$ cat config.mk
export PLATFORM = sky130hd
export DESIGN_NAME = char_lcd_nibble_sequencer_flat
export DESIGN_NICKNAME = d
export VERILOG_FILES = /design/src/rtl/core/clns_pkg.sv /design/src/rtl/core/clns_if.sv /design/src/rtl/core/clns_ctrl.sv /design/src/rtl/core/clns_dp.sv /design/src/rtl/core/char_lcd_nibble_sequencer.sv /design/src/flat_wrapper.sv
export SDC_FILE = /design/constraint.sdc
export NUM_CORES = 1
export LEC_CHECK = 0
export ABC_AREA = 1
export BUFFER_PORTS_ARGS = -buffer_cell sky130_fd_sc_hd__buf_2
export CAP_MARGIN = 5
export CORE_MARGIN = 2
export CORE_UTILIZATION = 39
export DETAILED_ROUTE_END_ITERATION = 12
export GPL_TIMING_DRIVEN = 0
export PLACE_DENSITY = 0.75
export RECOVER_POWER = 50
export SYNTH_ARGS = -nofsm -noshare
export SYNTH_HDL_FRONTEND = slang
export SYNTH_SLANG_ARGS = --single-unit
$ cat constraint.sdc
create_clock -name clk -period 2.2 [get_ports clk]
set_clock_uncertainty 0.2 [all_clocks]
set_input_delay 0.33 -clock clk [delete_from_list [all_inputs] [get_ports clk]]
set_output_delay 0.33 -clock clk [all_outputs]
set_load 0.01 [all_outputs]
$ cat src/rtl/core/clns_pkg.sv
// Shared constants, codes and controller/datapath types of the nibble sequencer.
package clns_pkg;

  // Request kinds.
  localparam logic [2:0] KIND_INIT   = 3'd0;
  localparam logic [2:0] KIND_ON     = 3'd1;
  localparam logic [2:0] KIND_OFF    = 3'd2;
  localparam logic [2:0] KIND_CLEAR  = 3'd3;
  localparam logic [2:0] KIND_HOME   = 3'd4;
  localparam logic [2:0] KIND_CURSOR = 3'd5;
  localparam logic [2:0] KIND_SHIFT  = 3'd6;
  localparam logic [2:0] KIND_CHAR   = 3'd7;

  // Controller command bytes.
  localparam logic [7:0] CMD_FUNC_SET    = 8'h28;
  localparam logic [7:0] CMD_DISP_OFF    = 8'h08;
  localparam logic [7:0] CMD_CLEAR       = 8'h01;
  localparam logic [7:0] CMD_DISP_ON     = 8'h0E;
  localparam logic [7:0] CMD_ENTRY_MODE  = 8'h06;
  localparam logic [7:0] CMD_HOME        = 8'h02;
  localparam logic [7:0] CMD_SET_DDRAM   = 8'h80;
  localparam logic [7:0] CMD_SHIFT_LEFT  = 8'h18;
  localparam logic [7:0] CMD_SHIFT_RIGHT = 8'h1C;

  // Wake-up nibbles and their fixed waits.
  localparam logic [3:0]  WAKE_NIBBLE   = 4'h3;
  localparam logic [3:0]  FOUR_BIT_NIB  = 4'h2;
  localparam logic [15:0] WAKE_WAIT2_US = 16'd5000;
  localparam logic [15:0] WAKE_WAIT3_US = 16'd100;
  localparam int          INIT_XFERS    = 14;

  // Configuration register indexes and reset values.
  localparam logic [1:0]  REG_NORMAL_WAIT = 2'd0;
  localparam logic [1:0]  REG_LONG_WAIT   = 2'd1;
  localparam logic [1:0]  REG_POWER_WAIT  = 2'd2;
  localparam logic [9:0]  NORMAL_WAIT_RST = 10'd40;
  localparam logic [11:0] LONG_WAIT_RST   = 12'd1640;
  localparam logic [15:0] POWER_WAIT_RST  = 16'd15000;

  typedef struct packed {
    logic load;   // latch a new request
    logic step;   // current transfer beat taken
  } ctrl_cmd_t;

  typedef struct packed {
    logic empty;  // latched request gives no transfers
    logic last;   // current transfer closes the request
  } dp_sts_t;

  // Byte sent after the wake-up nibbles, by position.
  function automatic logic [7:0] init_byte(input logic [2:0] pos);
    logic [7:0] b;
    case (pos)
      3'd0:    b = CMD_FUNC_SET;
      3'd1:    b = CMD_DISP_OFF;
      3'd2:    b = CMD_CLEAR;
      3'd3:    b = CMD_DISP_ON;
      3'd4:    b = CMD_ENTRY_MODE;
      default: b = CMD_ENTRY_MODE;
    endcase
    return b;
  endfunction

endpackage

$ cat src/rtl/core/clns_if.sv
// Valid/ready channel interfaces for requests and nibble transfers.
interface clns_in_if;
  logic              valid;
  logic              ready;
  logic [2:0]        kind;
  logic [7:0]        char_code;
  logic [5:0]        column;
  logic [1:0]        row;
  logic signed [5:0] shift_amount;

  modport source (output valid, kind, char_code, column, row, shift_amount, input ready);
  modport sink   (input valid, kind, char_code, column, row, shift_amount, output ready);
endinterface

interface clns_out_if;
  logic        valid;
  logic        ready;
  logic [15:0] wait_before_us;
  logic        reg_select;
  logic [3:0]  nibble;
  logic        last;

  modport source (output valid, wait_before_us, reg_select, nibble, last, input ready);
  modport sink   (input valid, wait_before_us, reg_select, nibble, last, output ready);
endinterface

$ cat src/rtl/core/clns_ctrl.sv
// Controller state machine: takes a request, checks it and runs its transfers.
module clns_ctrl (
  input  logic                   clk,
  input  logic                   rst_n,
  input  logic                   in_valid,
  output logic                   in_ready,
  output logic                   out_valid,
  input  logic                   out_ready,
  output clns_pkg::ctrl_cmd_t    cmd,
  input  clns_pkg::dp_sts_t      sts
);
  import clns_pkg::*;

  localparam logic [1:0] ST_IDLE  = 2'd0;
  localparam logic [1:0] ST_CHECK = 2'd1;
  localparam logic [1:0] ST_RUN   = 2'd2;

  logic [1:0] state_r, state_nxt;

  assign in_ready  = (state_r == ST_IDLE);
  assign out_valid = (state_r == ST_RUN);
  assign cmd.load  = in_valid && in_ready;
  assign cmd.step  = out_valid && out_ready;

  always_comb begin
    state_nxt = state_r;
    unique case (state_r)
      ST_IDLE: begin
        if (cmd.load) state_nxt = ST_CHECK;
      end
      ST_CHECK: begin
        state_nxt = sts.empty ? ST_IDLE : ST_RUN;
      end
      ST_RUN: begin
        if (cmd.step && sts.last) state_nxt = ST_IDLE;
      end
      default: state_nxt = ST_IDLE;
    endcase
  end

  always_ff @(posedge clk) begin
    if (!rst_n) begin
      state_r <= ST_IDLE;
    end else begin
      state_r <= state_nxt;
    end
  end

  a_no_overlap: assert property (@(posedge clk) disable iff (!rst_n)
    !(in_ready && out_valid)) else $error("request taken while transfers pending");

  a_load_checks: assert property (@(posedge clk) disable iff (!rst_n)
    cmd.load |=> (!in_ready && !out_valid)) else $error("new request not checked first");

  a_last_frees: assert property (@(posedge clk) disable iff (!rst_n)
    (cmd.step && sts.last) |=> in_ready) else $error("sequencer not idle after last beat");

endmodule

$ cat src/rtl/core/clns_dp.sv
// Datapath: latched request, transfer index, owed wait and nibble generation.
module clns_dp #(
  parameter int MAX_SHIFT = 16
) (
  input  logic                clk,
  input  logic                rst_n,
  input  clns_pkg::ctrl_cmd_t cmd,
  output clns_pkg::dp_sts_t   sts,
  input  logic [2:0]          in_kind,
  input  logic [7:0]          in_char_code,
  input  logic [5:0]          in_column,
  input  logic [1:0]          in_row,
  input  logic signed [5:0]   in_shift_amount,
  input  logic [9:0]          normal_wait,
  input  logic [11:0]         long_wait,
  input  logic [15:0]         power_wait,
  output logic [15:0]         out_wait_before_us,
  output logic                out_reg_select,
  output logic [3:0]          out_nibble,
  output logic                out_last
);
  import clns_pkg::*;

  localparam int MAX_XFER = (2 * MAX_SHIFT > INIT_XFERS) ? 2 * MAX_SHIFT : INIT_XFERS;
  localparam int CNT_W    = $clog2(MAX_XFER + 1);

  logic [2:0]       kind_r;
  logic [7:0]       byte_r, byte_nxt;
  logic [CNT_W-1:0] total_r, total_nxt;
  logic [CNT_W-1:0] idx_r;
  logic [15:0]      owed_r;

  logic             neg;
  logic [5:0]       mag;
  logic [CNT_W-1:0] init_off;
  logic             is_init, wake_phase, high_half;
  logic [7:0]       cur_byte;
  logic [16:0]      first_sum;
  logic [15:0]      owed_after;

  // Request decode at load time.
  always_comb begin
    neg       = in_shift_amount[5];
    mag       = neg ? (6'd0 - in_shift_amount) : in_shift_amount;
    byte_nxt  = in_char_code;
    total_nxt = '0;
    unique case (in_kind)
      KIND_INIT: begin
        total_nxt = CNT_W'(INIT_XFERS);
      end
      KIND_ON: begin
        byte_nxt  = CMD_DISP_ON;
        total_nxt = CNT_W'(2);
      end
      KIND_OFF: begin
        byte_nxt  = CMD_DISP_OFF;
        total_nxt = CNT_W'(2);
      end
      KIND_CLEAR: begin
        byte_nxt  = CMD_CLEAR;
        total_nxt = CNT_W'(2);
      end
      KIND_HOME: begin
        byte_nxt  = CMD_HOME;
        total_nxt = CNT_W'(2);
      end
      KIND_CURSOR: begin
        byte_nxt = CMD_SET_DDRAM | {1'b0, in_row[0], in_column};
        if (!in_column[5] && !in_row[1]) total_nxt = CNT_W'(2);
      end
      KIND_SHIFT: begin
        byte_nxt = neg ? CMD_SHIFT_LEFT : CMD_SHIFT_RIGHT;
        if (mag <= 6'(MAX_SHIFT)) total_nxt = CNT_W'({mag, 1'b0});
      end
      KIND_CHAR: begin
        byte_nxt  = in_char_code;
        total_nxt = CNT_W'(2);
      end
      default: total_nxt = '0;
    endcase
  end

  // Transfer generation from the current index.
  always_comb begin
    is_init    = (kind_r == KIND_INIT);
    wake_phase = is_init && (idx_r < CNT_W'(4));
    high_half  = !idx_r[0];
    init_off   = idx_r - CNT_W'(4);
    cur_byte   = is_init ? init_byte(init_off[3:1]) : byte_r;
    first_sum  = {1'b0, owed_r} + {1'b0, power_wait};

    if (wake_phase) begin
      out_nibble = (idx_r[1:0] == 2'd3) ? FOUR_BIT_NIB : WAKE_NIBBLE;
      case (idx_r[1:0])
        2'd0:    out_wait_before_us = first_sum[16] ? 16'hFFFF : first_sum[15:0];
        2'd1:    out_wait_before_us = WAKE_WAIT2_US;
        2'd2:    out_wait_before_us = WAKE_WAIT3_US;
        default: out_wait_before_us = 16'(normal_wait);
      endcase
    end else begin
      out_nibble         = high_half ? cur_byte[7:4] : cur_byte[3:0];
      out_wait_before_us = high_half ? owed_r : 16'd0;
    end

    out_reg_select = (kind_r == KIND_CHAR);
    out_last       = ((idx_r + CNT_W'(1)) == total_r);

    // Clear and home commands owe the long wait; everything else the normal one.
    if (!out_reg_select && (cur_byte == CMD_CLEAR || cur_byte == CMD_HOME)) begin
      owed_after = 16'(long_wait);
    end else begin
      owed_after = 16'(normal_wait);
    end
  end

  assign sts.empty = (total_r == '0);
  assign sts.last  = out_last;

  always_ff @(posedge clk) begin
    if (cmd.load) begin
      kind_r  <= in_kind;
      byte_r  <= byte_nxt;
      total_r <= total_nxt;
    end
  end

  always_ff @(posedge clk) begin
    if (!rst_n) begin
      idx_r  <= '0;
      owed_r <= '0;
    end else begin
      if (cmd.load) begin
        idx_r <= '0;
      end else if (cmd.step) begin
        idx_r <= idx_r + CNT_W'(1);
        if (wake_phase) begin
          if (idx_r[1:0] == 2'd3) owed_r <= 16'(normal_wait);
        end else if (!high_half) begin
          owed_r <= owed_after;
        end
      end
    end
  end

endmodule

$ cat src/rtl/core/char_lcd_nibble_sequencer.sv
// Top level: configuration registers, controller and datapath of the nibble sequencer.
//
//  channel | direction | handshake            | carries
//  in_ch   | sink      | valid/ready          | kind, char_code, column, row, shift_amount
//  out_ch  | source    | valid/ready          | wait_before_us, reg_select, nibble, last
//  cfg_*   | slave     | APB, pready always 1 | normal, long and power-up waits
//
// A request is taken only while the sequencer is idle; it is decoded as it is taken,
// checked in the cycle after that, and then one nibble beat is offered per cycle while
// the output takes them (init 14 transfers, an ordinary byte 2, a shift of n steps 2n).
// A request that gives no transfers goes from the check state straight back to idle.
// A stalled output holds its beat; the transfer index only advances on a taken beat.
// Synchronous reset restores the register defaults and clears the owed wait.
module char_lcd_nibble_sequencer #(
  parameter int MAX_SHIFT = 16
) (
  input  logic        clk,
  input  logic        rst_n,
  clns_in_if.sink     in_ch,
  clns_out_if.source  out_ch,
  input  logic        cfg_psel,
  input  logic        cfg_penable,
  input  logic        cfg_pwrite,
  input  logic [3:0]  cfg_paddr,
  input  logic [31:0] cfg_pwdata,
  output logic [31:0] cfg_prdata,
  output logic        cfg_pready
);
  import clns_pkg::*;

  logic [9:0]  normal_wait_r;
  logic [11:0] long_wait_r;
  logic [15:0] power_wait_r;
  logic        cfg_wr;
  ctrl_cmd_t   cmd;
  dp_sts_t     sts;

  assign cfg_pready = 1'b1;
  assign cfg_wr     = cfg_psel && cfg_penable && cfg_pwrite && cfg_pready;

  always_ff @(posedge clk) begin
    if (!rst_n) begin
      normal_wait_r <= NORMAL_WAIT_RST;
      long_wait_r   <= LONG_WAIT_RST;
      power_wait_r  <= POWER_WAIT_RST;
    end else if (cfg_wr) begin
      case (cfg_paddr[3:2])
        REG_NORMAL_WAIT: normal_wait_r <= cfg_pwdata[9:0];
        REG_LONG_WAIT:   long_wait_r   <= cfg_pwdata[11:0];
        REG_POWER_WAIT:  power_wait_r  <= cfg_pwdata[15:0];
        default: ;
      endcase
    end
  end

  always_comb begin
    unique case (cfg_paddr[3:2])
      REG_NORMAL_WAIT: cfg_prdata = 32'(normal_wait_r);
      REG_LONG_WAIT:   cfg_prdata = 32'(long_wait_r);
      REG_POWER_WAIT:  cfg_prdata = 32'(power_wait_r);
      default:         cfg_prdata = 32'd0;
    endcase
  end

  clns_ctrl u_ctrl (
    .clk       (clk),
    .rst_n     (rst_n),
    .in_valid  (in_ch.valid),
    .in_ready  (in_ch.ready),
    .out_valid (out_ch.valid),
    .out_ready (out_ch.ready),
    .cmd       (cmd),
    .sts       (sts)
  );

  clns_dp #(
    .MAX_SHIFT (MAX_SHIFT)
  ) u_dp (
    .clk                (clk),
    .rst_n              (rst_n),
    .cmd                (cmd),
    .sts                (sts),
    .in_kind            (in_ch.kind),
    .in_char_code       (in_ch.char_code),
    .in_column          (in_ch.column),
    .in_row             (in_ch.row),
    .in_shift_amount    (in_ch.shift_amount),
    .normal_wait        (normal_wait_r),
    .long_wait          (long_wait_r),
    .power_wait         (power_wait_r),
    .out_wait_before_us (out_ch.wait_before_us),
    .out_reg_select     (out_ch.reg_select),
    .out_nibble         (out_ch.nibble),
    .out_last           (out_ch.last)
  );

endmodule
$ cat src/flat_wrapper.sv
// flat-port wrapper written by rule: the top's interface ports become plain ports
module char_lcd_nibble_sequencer_flat import clns_pkg::*;
#(
  parameter int MAX_SHIFT = 16
)
  (clk, rst_n, cfg_psel, cfg_penable, cfg_pwrite, cfg_paddr, cfg_pwdata, cfg_prdata, cfg_pready, in_ch_valid, in_ch_kind, in_ch_char_code, in_ch_column, in_ch_row, in_ch_shift_amount, in_ch_ready, out_ch_valid, out_ch_wait_before_us, out_ch_reg_select, out_ch_nibble, out_ch_last, out_ch_ready);
  clns_in_if in_ch_i ();
  clns_out_if out_ch_i ();
  input  logic clk;
  input  logic rst_n;
  input  logic cfg_psel;
  input  logic cfg_penable;
  input  logic cfg_pwrite;
  input  logic [3:0] cfg_paddr;
  input  logic [31:0] cfg_pwdata;
  output logic [31:0] cfg_prdata;
  output logic cfg_pready;
  input wire logic [$bits(in_ch_i.valid)-1:0] in_ch_valid;
  input wire logic [$bits(in_ch_i.kind)-1:0] in_ch_kind;
  input wire logic [$bits(in_ch_i.char_code)-1:0] in_ch_char_code;
  input wire logic [$bits(in_ch_i.column)-1:0] in_ch_column;
  input wire logic [$bits(in_ch_i.row)-1:0] in_ch_row;
  input wire logic [$bits(in_ch_i.shift_amount)-1:0] in_ch_shift_amount;
  output wire logic [$bits(in_ch_i.ready)-1:0] in_ch_ready;
  output wire logic [$bits(out_ch_i.valid)-1:0] out_ch_valid;
  output wire logic [$bits(out_ch_i.wait_before_us)-1:0] out_ch_wait_before_us;
  output wire logic [$bits(out_ch_i.reg_select)-1:0] out_ch_reg_select;
  output wire logic [$bits(out_ch_i.nibble)-1:0] out_ch_nibble;
  output wire logic [$bits(out_ch_i.last)-1:0] out_ch_last;
  input wire logic [$bits(out_ch_i.ready)-1:0] out_ch_ready;
  assign in_ch_i.valid = in_ch_valid;
  assign in_ch_i.kind = in_ch_kind;
  assign in_ch_i.char_code = in_ch_char_code;
  assign in_ch_i.column = in_ch_column;
  assign in_ch_i.row = in_ch_row;
  assign in_ch_i.shift_amount = in_ch_shift_amount;
  assign in_ch_ready = in_ch_i.ready;
  assign out_ch_valid = out_ch_i.valid;
  assign out_ch_wait_before_us = out_ch_i.wait_before_us;
  assign out_ch_reg_select = out_ch_i.reg_select;
  assign out_ch_nibble = out_ch_i.nibble;
  assign out_ch_last = out_ch_i.last;
  assign out_ch_i.ready = out_ch_ready;
  char_lcd_nibble_sequencer #(.MAX_SHIFT(MAX_SHIFT)) u_core (.clk(clk), .rst_n(rst_n), .in_ch(in_ch_i), .out_ch(out_ch_i), .cfg_psel(cfg_psel), .cfg_penable(cfg_penable), .cfg_pwrite(cfg_pwrite), .cfg_paddr(cfg_paddr), .cfg_pwdata(cfg_pwdata), .cfg_prdata(cfg_prdata), .cfg_pready(cfg_pready));
endmodule
### Word level (Yosys, flattened, before mapping)

Index checks and enable logic that the tools add are counted.

| cells by class | value |
|---|---|
| multiply operators | 0 |
| reductions and logical operators | 27 |
| bitwise gates (word level) | 2 |
| equal/unequal tests | 24 |
| shift operators | 0 |
| $lt $le $gt $ge | 2 |
| div/mod/pow operators | 0 |
| add/subtract/negate cells | 4 |
| mux-type cells | 24 |

Operator list:

| kind | number |
|---|---|
| $mux W16 | 6 |
| $pmux W16 S3 | 2 |
| $pmux W6 S4 | 2 |
| $pmux W8 S6 | 1 |
| $add A16 B16 Y17 | 1 |
| $eq A3 B3 Y1 const B | 5 |
| $eq A3 B2 Y1 const B | 4 |
| $mux W12 | 1 |
| $mux W6 | 2 |
| $logic_not A3 Y1 | 3 |
| $eq A2 B2 Y1 const B | 4 |
| $eq A8 B1 Y1 const B | 1 |
| $eq A8 B2 Y1 const B | 1 |
| $logic_and A1 B1 Y1 | 8 |
| $mux W2 | 4 |
| $mux W4 | 2 |
| $mux W8 | 1 |
| $reduce_and A2 Y1 | 4 |
| $add A6 B1 Y6 const B | 1 |
| $eq A2 B1 Y1 const B | 3 |
| $eq A3 B1 Y1 const B | 2 |
| $eq A6 B6 Y1 | 1 |
| $le A6 B5 Y1 const B | 1 |
| $logic_not A2 Y1 | 3 |
| other kinds (15) | 20 |

| storage, ports and cells | value |
|---|---|
| word-level logic and storage cells | 92 |
| bits in latches | 0 |
| memories | 0 |
| register bits after elaboration | 79 |
| memory bits (writable) | 0 |
| output and inout port bits | 57 |
| ROM bits | 0 |

### Logic depth before layout (Yosys ltp)

Gate-level depths: netlist of run 1.

| logic depth | value |
|---|---|
| word-level depth | 10 |
| mapped depth | 14 |
| mapped depth without buffers | 13 |

### Cells and area by module

A second synthesis of run 1 with hierarchy kept.

| unflattened totals | value |
|---|---|
| cell total of the unflattened synthesis | 824 |
| area, all modules | 5255.0 µm² |

Modules (own cells, without submodules):

| module | cells an instance | area an instance (µm²) | times used |
|---|---|---|---|
| clns_dp | 512 | 3241.9 | 1 |
| char_lcd_nibble_sequencer | 293 | 1883.1 | 1 |
| clns_ctrl | 19 | 130.1 | 1 |

### Worst setup path after synthesis of run 1

No wires, ideal clock.

| timing | value |
|---|---|
| kind | reg-to-output |
| start | register u_core.u_dp.owed_r[0] |
| end | output out_ch_wait_before_us[7] |
| path buffers | 1 |
| arrival | 1.897 ns |
| required time | 1.670 ns |
| slack | -0.227 ns |
| cell stages (with the launch flop) | 14 |
| cell sequence | dfxtp_1 ha_1 fa_1 nand3_1 nand2_1 nand3_1 nand3_2 nand2_2 buf_4 nand3_1 nand2_1 nand2_1 nand2_1 nand2_1 |

| between the ends | value |
|---|---|
| longest elaborated chain between the ends | 4 |

Ends and longest elaborated chain:

| element | RTL line | text |
|---|---|---|
| start: declaration | clns_dp.sv:31 | `logic [15:0] owed_r;` |
| start signal: assignment | clns_dp.sv:137 | `if (idx_r[1:0] == 2'd3) owed_r <= 16'(normal_wait);` |
| start signal: assignment | clns_dp.sv:139 | `owed_r <= owed_after;` |
| $add A16 B16 Y17 | clns_dp.sv:90 | `first_sum = {1'b0, owed_r} + {1'b0, power_wait};` |
| $mux W16 | clns_dp.sv:95 | `2'd0: out_wait_before_us = first_sum[16] ? 16'hFFFF : first_sum[15:0];` |
| $pmux W16 S3 | clns_dp.sv:94 | `case (idx_r[1:0])` |
| $mux W16 | clns_dp.sv:92 | `if (wake_phase) begin` |
| end: declaration | flat_wrapper.sv:26 | `output wire logic [$bits(out_ch_i.wait_before_us)-1:0] out_ch_wait_before_us;` |

Every way passes these cells.

### Final worst setup path of run 1

| timing | value |
|---|---|
| start | register u_core.power_wait_r[0] |
| end | output out_ch_wait_before_us[5] |

| between the ends | value |
|---|---|
| longest elaborated chain between the ends | 4 |

Ends and longest elaborated chain:

| element | RTL line | text |
|---|---|---|
| start: declaration | char_lcd_nibble_sequencer.sv:33 | `logic [15:0] power_wait_r;` |
| start signal: assignment | char_lcd_nibble_sequencer.sv:50 | `REG_POWER_WAIT: power_wait_r <= cfg_pwdata[15:0];` |
| $add A16 B16 Y17 | clns_dp.sv:90 |  |
| $mux W16 | clns_dp.sv:95 |  |
| $pmux W16 S3 | clns_dp.sv:94 |  |
| $mux W16 | clns_dp.sv:92 |  |

Every way passes these cells.

==> results of run 1 <==
## synthesized netlist by cell type, drive strengths merged
cell,count
a21boi,1
a21o,2
a21oi,42
a221o,1
a22o,4
a31oi,3
a32o,1
a32oi,2
buf,26
clkbuf,12
conb,2
dfxtp,58
edfxtp,16
fa,1
ha,20
inv,94
nand2,224
nand3,75
nand3b,1
nand4,5
nor2,93
nor3,2
nor3b,1
nor4,1
o211ai,7
o21a,6
o21ai,67
o21bai,1
o311ai,3
o31ai,1
xnor2,2
xor2,4
## metal layers
metal  track usage  up-vias
met2         0.366      245
met5             0        -
li1              -     2792
met3        0.0557       52
met1         0.265     2558
met4         0.120        0
## worst max path at each step
| stage | depth (start not counted) | endpoint | slack [ns] | startpoint |
|---|---|---|---|---|
| global placement | 11 | out_ch_wait_before_us[12] | -0.40 | u_core.power_wait_r[7]$_SDFFE_PN1P_ |
| CTS | 14 | out_ch_wait_before_us[9] | -0.58 | u_core.power_wait_r[0]$_SDFFE_PN0P_ |
| detailed placement | 13 | out_ch_wait_before_us[12] | -0.42 | u_core.power_wait_r[7]$_SDFFE_PN1P_ |
| floorplan | 13 | out_ch_wait_before_us[7] | 0.0007 | u_core.power_wait_r[0]$_SDFFE_PN0P_ |
| global route | 10 | out_ch_last | -0.76 | u_core.u_dp.idx_r[0]$_SDFFE_PP0P_ |
| finish | 14 | out_ch_wait_before_us[5] | -0.63 | u_core.power_wait_r[0]$_SDFFE_PN0P_ |
## layout make-up
| class | count | share of cell area |
|---|---|---|
| buffer | 37 | 0.0367 |
| clock buffer | 9 | 0.0329 |
| clock inverter | 7 | 0.0113 |
| inverter | 94 | 0.0539 |
| multi-input combinational | 587 | 0.485 |
| sequential | 74 | 0.245 |
| tap | 172 | 0.0314 |
| timing repair buffer | 118 | 0.104 |
## registers in the layout (all words and copies together), names as in the netlist
signal / cells
u_core.long_wait_r: 12
u_core.normal_wait_r: 10
u_core.power_wait_r: 16
u_core.u_ctrl.state_r: 2
u_core.u_dp.byte_r: 8
u_core.u_dp.idx_r: 6
u_core.u_dp.kind_r: 3
u_core.u_dp.owed_r: 12
u_core.u_dp.total_r: 5
## cell usage in the layout (no fill, tap or decap), drive strengths merged
master / count
o211ai: 7
a32o: 1
nor4: 1
clkbuf: 36
nand3: 75
clkinvlp: 2
a21boi: 1
conb: 17
a22o: 4
xnor2: 2
o21a: 6
bufinv: 1
o311ai: 3
o21ai: 67
nor3: 2
xor2: 4
dfxtp: 58
buf: 126
nor2: 93
o31ai: 1
nor3b: 1
dlygate4sd3: 2
a32oi: 2
o21bai: 1
nand4: 5
nand2: 224
nand3b: 1
edfxtp: 16
a31oi: 3
a221o: 1
clkinv: 3
a21oi: 42
inv: 95
ha: 20
fa: 1
a21o: 2
## metrics by stage
| step | worst slack, ns | cells | hold WS [ns] | cell area, um2 |
|---|---|---|---|---|
| final | -0.631 | 1098 | 0.0143 | 6850 |
| after CTS | -0.578 | 1087 | 0.00724 | 6630 |
| after detailed placement | -0.417 | 1053 | 0.277 | 5830 |
| after global routing | -0.760 | 1098 | 0.0177 | 6850 |
| after floorplan | 0.000685 | 793 | 0.229 | 5170 |
| after global placement | -0.402 | 1053 | 0.276 | 5830 |
## power groups by stage
stage / clock network, uW / registers [uW] / logic (uW)
2_1_floorplan: 0 / 1490 / 331
3_3_place_gp: 0 / 1510 / 490
3_5_place_dp: 0 / 1510 / 496
4_1_cts: 1510 / 1480 / 550
5_1_grt: 1570 / 1490 / 672
6_report: 1490 / 1480 / 611
## critical path, delay by kind of cell (launching register included)
kind	cells	cell delay, ns
buf+inv	2	0.27
fa+ha+maj	2	0.55
simple gates	9	0.71
compound gates	1	0.05
flops	1	0.36
## kinds of logic (layout without fill, tap and decap cells)
kind of cell | after synthesis | in the layout | share of synthesized area
other cells | 2 | 17 | 0.00149
buf+inv | 132 | 265 | 0.117
compound gates | 141 | 141 | 0.160
xor+xnor | 6 | 6 | 0.0104
fa+ha+maj | 21 | 21 | 0.0535
flops | 74 | 74 | 0.325
simple gates | 402 | 402 | 0.332
## what timing repair did
item,4_1_cts,5_1_grt
buffers inserted,15,12
hold endpoints to repair,2,0
hold buffers,2,0
gates cloned,1,2
gates resized for setup,83,60
pin swaps,13,22
endpoints found under the setup margin,33,35
==> impl_results.md, run 1 <==
- Register area share after synthesis: 0.325
- Total gr overflow: 0
- Synth area leaders: dfxtp_1 23%, nand2_1 16%, edfxtp_1 9.5%
- Cells on worst reg2reg path: 14
- DR WL met2: 7510 um
- Crit-path slowest cell: fa_2
- P_leak: 0.00330 uW
- Port Buffers: 88
- NetSw: 1010 uW
- CP required: approximately 1.7 ns
- Clock Sinks: between 70 and 80
- Setup-failing EPs final: 21
- Area occupied by multi-input gates: between 3000 and 4000 um2
- Final hold vios: 0
- R2r setup slk: 0.02 ns
- Worst path cell trace: ha_4 > fa_2 > nand3_2 > nand2_4 > nand3_4 > nand3_4 > nand2_8 > buf_8 > o21ai_2 > nand2_1 > nand2_1 > nand2_1 > nand2_1 > buf_2
- Largest net degree at the start of global routing: 18
- Max VDD drop: 376 uV
- Clk root buf: clkbuf_16
- Crit path kind: reg -> out
- Nets: 1010
- DRT antenna net count: 0
- Slew margin rel.: 0.588
- Register area: between 1500 and 2000 um2
- Status: complete, but fails checks
- Crit-path max FO: 6
- Failing checks: setup timing
- Synth top area share: 0.230
- Setup TNS: -9.88 ns
- Routed len/inst: 14.4 um
- Hold Path Sink: u_core.power_wait_r[12]$_SDFFE_PN1P_
- Die Area: roughly 14000 um2
- Unrepaired setup endpoints after global routing: yes
- Row count: 41
- Min Tclk post-route: 2.83 ns
- Placed wire-length estimate: 11000 um
- Utilization after layout: 0.543
- Most frequent cell on the critical path: nand2_1
- Routed vias/inst: 5.14
- Synthesized area per cell: 6.50 um2
- Area Growth Syn to Fin: 35.4%
- Final Cycle Share: 1.29
- Share of power burned in registers: 0.413
- Fmax: approximately 350 MHz
- Yosys cell types: 44
- CP Capture Type: output pin
- Vias in the first global route: 5199
- Wl on met1: 6370 um
- Fill cells: 1217
- Ports: 125
- Fin worst setup slack: -0.631 ns
- H-tree depth: 3
- Initial antenna violation count: 0
- CTS tree: yes
- Core box area: about 13000 um2
- Total CTS buffers: 9
- Final total power: roughly 3600 uW
- Worst Hold Depth: 3
- Clock Path Buffers: 2
- Clk pwr share: 0.416
- GRT Util Overall: 0.222
- Mapped Cells: 778
- Clk slew on worst S/H paths: 0.06 ns
- Worst stage delay on the critical path: 0.38 ns
- Synth area leader: dfxtp_1
- Routability cong.: 0.910
- Mapped Area: 5050 um2
- HP Class: in -> reg
- Worst R2R End: u_core.u_dp.owed_r[2]$_SDFFE_PN0P_
- Reg2Reg Launch Point: u_core.u_dp.idx_r[2]$_SDFFE_PP0P_
- Warnings from Yosys: 0
- Diode count: 0
- Clock latency on the worst-skew pair: 0.35 ns
- Drt pass-1 iters: 5
- Sw Ratio: 0.282
- Final wirelength: ~16000 um
- Crit path DAT: around 2.3 ns
- DR WL met3: 1230 um
- Combinational share of power: 0.170
- Power per cell area: 524 nW/um2
- Residual DRC: 0
- Effective utilization at floorplan: 0.401
- Number of synthesized register bits: 74
- Max Transition Viols Final: 0
- Share of layout cells above drive strength 1: 0.274
- Startpoint Class: register
- Routed vias: 5647
- First-pass GRT wire length: around 25000 um
- Die Y: ~120 um
- Total of max-cap violations: 0
- Topmost layer with routed signal wires: met4
- Initial DRC Count: between 500 and 600
- Worst-Margin Slew: 0.617 ns
- Int Pwr: approximately 2600 uW
- Hold_sp: cfg_pwdata[12]
- Die boundary width: approximately 120 um
Power figures use the tool's default switching activity.
==> run 2: changes to the inputs <==
CTS_BUF_LIST = sky130_fd_sc_hd__clkbuf_2   (was not set)
PLACE_DENSITY = 0.74   (was 0.75)
SYNTH_HIERARCHICAL = 1   (was not set)
==> run 2 against run 1 <==
Net effect:
- the run still ends with setup timing left
- sequential cell count did not move
- cell area rose by 10%
- non-clock buffer count rose by 57
- wire length rose by 10%
- clock power fell by 41%
- sequential share of layout area fell by 2.3 points
- highest routed layer unchanged
- die area rose by 3.8%
==> impl_results.md, run 2 <==
- Status: complete, but fails checks (unchanged)
- Failing checks: setup timing (unchanged)
- Die boundary width: 120 um (was 118 um)
- Fill cells: 1160 (was 1217)
- Clock Path Buffers: 2 (unchanged)
- Hold Path Sink: u_core/long_wait_r[11]$_SDFFE_PN0P_ (was u_core.power_wait_r[12]$_SDFFE_PN1P_)
- Most frequent cells in the layout: 229 x nand2_1, 98 x inv_1, 89 x buf_2 (was 202 x nand2_1, 86 x inv_1, 80 x nor2_1)
- Routed vias: 6092 (was 5647)
- Register area share after synthesis: 0.312 (was 0.325)
- Vias in the first global route: 5547 (was 5199)
- Mapped Cells: 824 (was 778)
- Register area: 1680 um2 (about the same)
- Number of flops mapped to enable cells by yosys: 16 (unchanged)
- DRT antenna net count: 0 (unchanged)
- Die Y: 120 um (was 118 um)
- HP Class: in -> reg (unchanged)
- Yosys cell types: 45 (was 44)
- Nets: 1112 (was 1010)
- Crit-path slowest cell: dfxtp_4 (was fa_2)
- Number of synthesized register bits: 74 (unchanged)
- Reg2Reg Launch Point: u_core/u_ctrl/state_r[1]$_SDFFE_PN0P_ (was u_core.u_dp.idx_r[2]$_SDFFE_PP0P_)
- Crit-path max FO: 4 (was 6)
- Worst path cell trace: ha_4 > fa_2 > nand3_2 > nand2_4 > nand3_4 > nand3_4 > buf_4 > o211ai_1 > a21oi_1 > buf_2 (was ha_4 > fa_2 > nand3_2 > nand2_4 > nand3_4 > nand3_4 > nand2_8 > buf_8 > o21ai_2 > nand2_1 > nand2_1 > nand2_1 > nand2_1 > buf_2)
- Crit path kind: reg -> out (unchanged)
- Final Cycle Share: 1.39 (was 1.29)
- Final total power: 3090 uW (was 3580 uW)
- Unrepaired setup endpoints after global routing: yes (unchanged)
- Initial antenna violation count: 1 (was 0)
- Cells on worst reg2reg path: 10 (was 14)
- Effective utilization at floorplan: 0.398 (was 0.401)
- Synth area leaders: dfxtp_1 22%, nand2_1 18%, nand3_1 9.3% (was dfxtp_1 23%, nand2_1 16%, edfxtp_1 9.5%)
- Initial DRC Count: 485 (was 533)
- Top FF cell, synth: dfxtp_1 (unchanged)
- Most frequent cell on the critical path: nand3_4 (was nand2_1)
- Max Transition Viols Final: 0 (unchanged)
- Setup TNS: -16.00 ns (was -9.88 ns)
- R2r setup slk: -0.21 ns (was 0.02 ns)
- Utilization after layout: 0.573 (was 0.543)
- Setup-failing EPs final: 38 (was 21)
- Die Area: 14400 um2 (was 13900 um2)
- Area Growth Syn to Fin: 43.8% (was 35.4%)
- Clk slew on worst S/H paths: 0.22 ns (was 0.06 ns)
- Fin worst setup slack: -0.849 ns (was -0.631 ns)
- Placed wire-length estimate: 11500 um (was 11000 um)
- Worst stage delay on the critical path: 0.40 ns (was 0.38 ns)
- Worst Hold Depth: 5 (was 3)
- CTS tree: yes (unchanged)
- Mapped Area: 5260 um2 (was 5050 um2)
- Warnings from Yosys: 6 (was 0)
- Final hold vios: 0 (unchanged)
- Total of max-cap violations: 0 (unchanged)
- Final wirelength: 17500 um (was 15800 um)
- Max VDD drop: 237 uV (was 376 uV)
- Drt pass-1 iters: 6 (was 5)
- CP Capture Type: output pin (unchanged)
- Ports: 125 (unchanged)
- Worst-Margin Slew: 0.890 ns (was 0.617 ns)
- Total gr overflow: 0 (unchanged)
- Crit path DAT: 2.52 ns (was 2.30 ns)
- Slew margin rel.: 0.406 (was 0.588)
- First-pass GRT wire length: 26300 um (was 24900 um)
- Max FFs per register: 16 (unchanged)
- Biggest register: u_core/power_wait_r (was u_core.power_wait_r)
- Post-synthesis async set-or-reset flop share: 0 (unchanged)
- Pre-CTS setup slack: -0.431 ns (was -0.417 ns)
- Synthesized area per cell: 6.38 um2 (was 6.50 um2)
- Hold_sp: cfg_paddr[2] (was cfg_pwdata[12])
- Startpoint Class: register (unchanged)
- Worst R2R End: u_core/u_dp/owed_r[5]$_SDFFE_PN0P_ (was u_core.u_dp.owed_r[2]$_SDFFE_PN0P_)
- Core box area: 13200 um2 (was 12600 um2)
- Clk root buf: clkbuf_2 (was clkbuf_16)
- CP required: 1.67 ns (about the same)
- Residual DRC: 0 (unchanged)
- P_leak: 0.00373 uW (was 0.00330 uW)
- Fmax: 328 MHz (was 353 MHz)
- Routed len/inst: 14.5 um (was 14.4 um)
- Port Buffers: 89 (was 88)
- Power per cell area: 408 nW/um2 (was 524 nW/um2)
- Most common cell after layout, fill and taps aside: nand2_1 (unchanged)
- GRT Util Overall: 0.229 (was 0.222)
- H-tree depth: 3 (unchanged)
- Clock latency on the worst-skew pair: 0.54 ns (was 0.35 ns)
- Min Tclk post-route: 3.05 ns (was 2.83 ns)
- Most frequent cell after synthesis: nand2_1 (unchanged)
- Row count: 42 (was 41)
- Clock Sinks: 74 (unchanged)
- Routability cong.: 0.903 (was 0.910)
- Routed vias/inst: 5.06 (was 5.14)
- Area occupied by multi-input gates: 3540 um2 (was 3320 um2)
- Share of layout cells above drive strength 1: 0.305 (was 0.274)
- Largest regs: u_core/power_wait_r x16, u_core/long_wait_r x12, u_core/u_dp/owed_r x12 (was u_core.power_wait_r x16, u_core.long_wait_r x12, u_core.u_dp.owed_r x12)
- Largest net degree at the start of global routing: 19 (was 18)
- Commonest cells post-synth: 254 x nand2_1, 101 x inv_1, 98 x nand3_1 (was 217 x nand2_1, 91 x inv_1, 87 x nor2_1)
- Total CTS buffers: 9 (unchanged)
- Synth top area share: 0.221 (was 0.230)
- Synth area leader: dfxtp_1 (unchanged)
-- run 2: kinds of logic after synthesis --
| logic type | synth area share |
|---|---|
| adder cells (fa/ha/maj) | 0.0514 |
| other | 0.00143 |
| flip-flops | 0.312 |
| XOR/XNOR | 0.0233 |
| buffers and inverters | 0.127 |
| AO/OA/AOI/OAI | 0.105 |
| AND/OR/NAND/NOR | 0.380 |
-- run 2: worst max-delay path by stage --
stage,from,endpoint,slack [ns],depth (start not counted)
floorplan,u_core/power_wait_r[0]$_SDFFE_PN0P_,out_ch_wait_before_us[6],-0.02,11
global placement,u_core/power_wait_r[0]$_SDFFE_PN0P_,out_ch_wait_before_us[7],-0.41,14
detailed placement,u_core/power_wait_r[0]$_SDFFE_PN0P_,out_ch_wait_before_us[7],-0.43,14
CTS,u_core/power_wait_r[0]$_SDFFE_PN0P_,out_ch_wait_before_us[7],-0.82,14
global route,u_core/power_wait_r[11]$_SDFFE_PN1P_,out_ch_wait_before_us[2],-0.98,13
finish,u_core/power_wait_r[0]$_SDFFE_PN0P_,out_ch_wait_before_us[12],-0.85,10
-- run 2: layout make-up --
class,instances,share of cell area
repair buffers,173,0.166
clock inverters,6,0.0121
diodes,1,0.000331
multi-input cells,618,0.469
inverters,108,0.0568
plain buffers,39,0.0386
clock buffers,9,0.00596
well taps,176,0.0291
flip-flops and latches,74,0.222
-- run 2: where the power goes --
group	switching [uW]	total (uW)	internal (uW)
clock network	503	878	374
registers	44.8	1480	1440
logic	409	726	317
-- run 2: metrics by stage --
step | instances | instance area (um2) | hold WS (ns)
finish | 1204 | 7550 | 0.0232
CTS | 1187 | 7190 | 0.00644
floorplan | 839 | 5350 | 0.229
detailed placement | 1104 | 6020 | 0.269
global placement | 1104 | 6020 | 0.267
global route | 1204 | 7550 | 0.0142
-- run 2: metal layers --
| layer | share of wire | vias to the layer above | wire length [um] | GRT usage |
|---|---|---|---|---|
| met1 | 0.41 | 2761 | 7210 | 0.296 |
| met2 | 0.48 | 291 | 8430 | 0.380 |
| met4 | 0.033 | 0 | 573 | 0.0941 |
| li1 | - | 2986 | - | - |
| met3 | 0.072 | 54 | 1260 | 0.0352 |
| met5 | 0 | - | 0 | 0 |
-- run 2: repair_timing --
action                                  CTS  global route
gates cloned                              1             4
hold endpoints to repair                 59             0
hold buffers                             45             0
endpoints found under the setup margin   32            51
gates resized for setup                  87            98
setup buffers                            22            13
pin swaps                                16            38
-- run 2: critical path, delay by kind of cell (launching register included) --
kind / cells / cell delay, ns
AOI/OAI and AO/OA: 2 / 0.41
buffers and inverters: 2 / 0.32
and+or+nand+nor: 4 / 0.35
adders and majority gates: 2 / 0.52
DFF: 1 / 0.40
==> run 3: changes to the inputs <==
GPL_ROUTABILITY_DRIVEN = 1   (was not set)
PLACE_DENSITY = 0.72   (was 0.74)
clock period = 3.7 ns   (was 2.2 ns; I/O delays follow)
==> run 3 against run 2 <==
Net effect:
- the run now ends clean
- hold slack better by 0.018 ns
- clock power is 41% lower
- non-clock buffer count decreased by 78
- die area is the same
- sequential share of layout area is 4.4 points higher
- wire length is 17% lower
- worst setup slack improved by 1.1 ns
- critical path depth up 4
- total power shrank 44%
==> impl_results.md, run 3 (synthesized netlist as in run 2, its figures left out) <==
- Crit path DAT: 2.74 ns (was 2.52 ns)
- Crit path kind: reg -> out (unchanged)
- Startpoint Class: register (unchanged)
- Gr busiest metal: met2 (unchanged)
- Largest net degree at the start of global routing: 19 (unchanged)
- Core box area: 13200 um2 (unchanged)
- Die Area: 14400 um2 (unchanged)
- Placed wire-length estimate: 11400 um (was 11500 um)
- Setup-failing EPs final: 0 (was 38)
- Fill cells: 1407 (was 1160)
- Power per cell area: 279 nW/um2 (was 408 nW/um2)
- Final wirelength: 14500 um (was 17500 um)
- P_leak: 0.00324 uW (was 0.00373 uW)
- Most frequent cells in the layout: 254 x nand2_1, 102 x inv_1, 97 x nand3_1 (was 229 x nand2_1, 98 x inv_1, 89 x buf_2)
- Nets: 1034 (was 1112)
- CP Capture Type: output pin (unchanged)
- Max FFs per register: 16 (unchanged)
- Total gr overflow: 0 (unchanged)
- Fmax: 286 MHz
- Final Cycle Share: 0.946
- Port Buffers: 89 (unchanged)
- Clock latency on the worst-skew pair: 0.53 ns (was 0.54 ns)
- Total of max-cap violations: 0 (unchanged)
- Max Transition Viols Final: 0 (unchanged)
- Vias in the first global route: 4939 (was 5547)
- Residual DRC: 0 (unchanged)
- Met2 GRT Util: 0.336 (was 0.380)
- Largest regs: u_core/power_wait_r x16, u_core/long_wait_r x12, u_core/u_dp/owed_r x12 (unchanged)
- Most common cell after layout, fill and taps aside: nand2_1 (unchanged)
- Min Tclk post-route: 3.50 ns
- Pre-CTS setup slack: 0.524 ns (was -0.431 ns)
- Row count: 42 (unchanged)
- GRT Util Overall: 0.206 (was 0.229)
- DRT antenna net count: 0 (unchanged)
- Drt pass-1 iters: 5 (was 6)
- Met1 track demand over resource: 0.283 (was 0.296)
- H-tree depth: 3 (unchanged)
- Slew margin rel.: 0.0470 (was 0.406)
- Initial antenna violation count: 1 (unchanged)
- Setup TNS: 0 ns (was -16.00 ns)
- Fin worst setup slack: 0.201 ns (was -0.849 ns)
- Routed vias/inst: 4.81 (was 5.06)
- CP required: 2.94 ns (was 1.67 ns)
- Clock Path Buffers: 2 (unchanged)
- Share of layout cells above drive strength 1: 0.169 (was 0.305)
- Clock Sinks: 74 (unchanged)
- Total CTS buffers: 9 (unchanged)
- Met3 global-route usage: 0.0276 (was 0.0352)
- Worst-Margin Slew: 1.42 ns (was 0.890 ns)
- Status: complete, no violations (was complete, but fails checks)
- Effective utilization at floorplan: 0.398 (unchanged)
- Die boundary width: 120 um (unchanged)
- Crit-path max FO: 10 (was 4)
- First-pass GRT wire length: 23700 um (was 26300 um)
- Biggest register: u_core/power_wait_r (unchanged)
- HP Class: in -> reg (unchanged)
- CTS tree: yes (unchanged)
- Clk root buf: clkbuf_2 (unchanged)
- Area Growth Syn to Fin: 17.5% (was 43.8%)
- Clk slew on worst S/H paths: 0.22 ns (about the same)
- Routed vias: 5418 (was 6092)
- Initial DRC Count: 383 (was 485)
- Ports: 125 (unchanged)
- Routability cong.: 0.922 (was 0.903)
- Routed len/inst: 12.8 um (was 14.5 um)
- Die Y: 120 um (unchanged)
- Max VDD drop: 144 uV (was 237 uV)
- Final hold vios: 0 (unchanged)
run 3: cell count changes in the layout (fill, tap and decap cells not counted), moves of 12 or more:
cell           previous run  this run
ha_1                      5        19
o21ai_0                  21        35
nand2_1                 229       254
nand3_1                  82        97
nor2_1                   79        95
nand2_2                  25         4
nand3_2                  16         4
dfxtp_1                  40        56
buf_6                    17         2
dlygate4sd3_1            44         5
ha_4                     13         0
buf_4                    49        24
run 3: per-stage QoR:
step	std cells	hold slack (ns)	area, um2	utilization	total power [uW]
finish	1127	0.0409	6180	0.468	1720
global route	1127	0.0160	6180	0.468	1810
CTS	1125	0.000532	6160	0.467	1730
detailed placement	1104	0.276	5980	0.453	1210
global placement	1104	0.269	5980	0.453	1210
floorplan	839	0.251	5310	-	1100
run 3: final cells by class:
| class | count | area, um2 | area share |
|---|---|---|---|
| clock inverters | 7 | 91.3 | 0.0148 |
| clock buffers | 9 | 45.0 | 0.00729 |
| diodes | 1 | 2.50 | 0.000405 |
| repair buffers | 95 | 498 | 0.0806 |
| multi-input cells | 618 | 3010 | 0.487 |
| plain buffers | 39 | 259 | 0.0419 |
| inverters | 108 | 409 | 0.0662 |
| well taps | 176 | 220 | 0.0356 |
| flip-flops and latches | 74 | 1640 | 0.266 |
run 3: worst paths after layout:
path         cells past startpoint                                     to  slack [ns]                                   from
min                              3     u_core/long_wait_r[5]$_SDFFE_PN1P_        0.04                          cfg_pwdata[5]
min reg2reg                      2  u_core/u_ctrl/state_r[1]$_SDFFE_PN0P_        0.30  u_core/u_ctrl/state_r[0]$_SDFFE_PN0P_
max reg2reg                     10     u_core/u_dp/owed_r[1]$_SDFFE_PN0P_        0.89  u_core/u_ctrl/state_r[1]$_SDFFE_PN0P_
max                             14               out_ch_wait_before_us[7]        0.20    u_core/power_wait_r[0]$_SDFFE_PN0P_
run 3: what timing repair did:
action | 4_1_cts | 5_1_grt
setup endpoints to repair | 5 | 15
pin swaps | 1 | 0
hold endpoints to repair | 4 | 1
hold buffers | 4 | 1
setup buffers | 1 | 0
resized for setup | 1 | 7
run 3: power by group:
group          switching (uW)  internal, uW
Sequential               23.6           858
Combinational             199           122
Clock                     301           222
run 3: metal layers:
metal  vias up  routed length (um)
met5         -                   0
met4         0                 200
met1      2432                6850
li1       2837                   -
met2       132                6740
met3        17                 679
run 3: worst max-delay path, cell delays in order (launching register included):
cell	delay [ns]
dfxtp_2	0.39
ha_2	0.22
fa_2	0.37
nand3_1	0.09
nand2_1	0.13
nand3_1	0.12
nand3_2	0.11
nand2_2	0.12
buf_4	0.19
nand3_1	0.10
nand2_1	0.07
nand2_1	0.04
nand2_1	0.05
nand2_1	0.07
buf_2	0.14
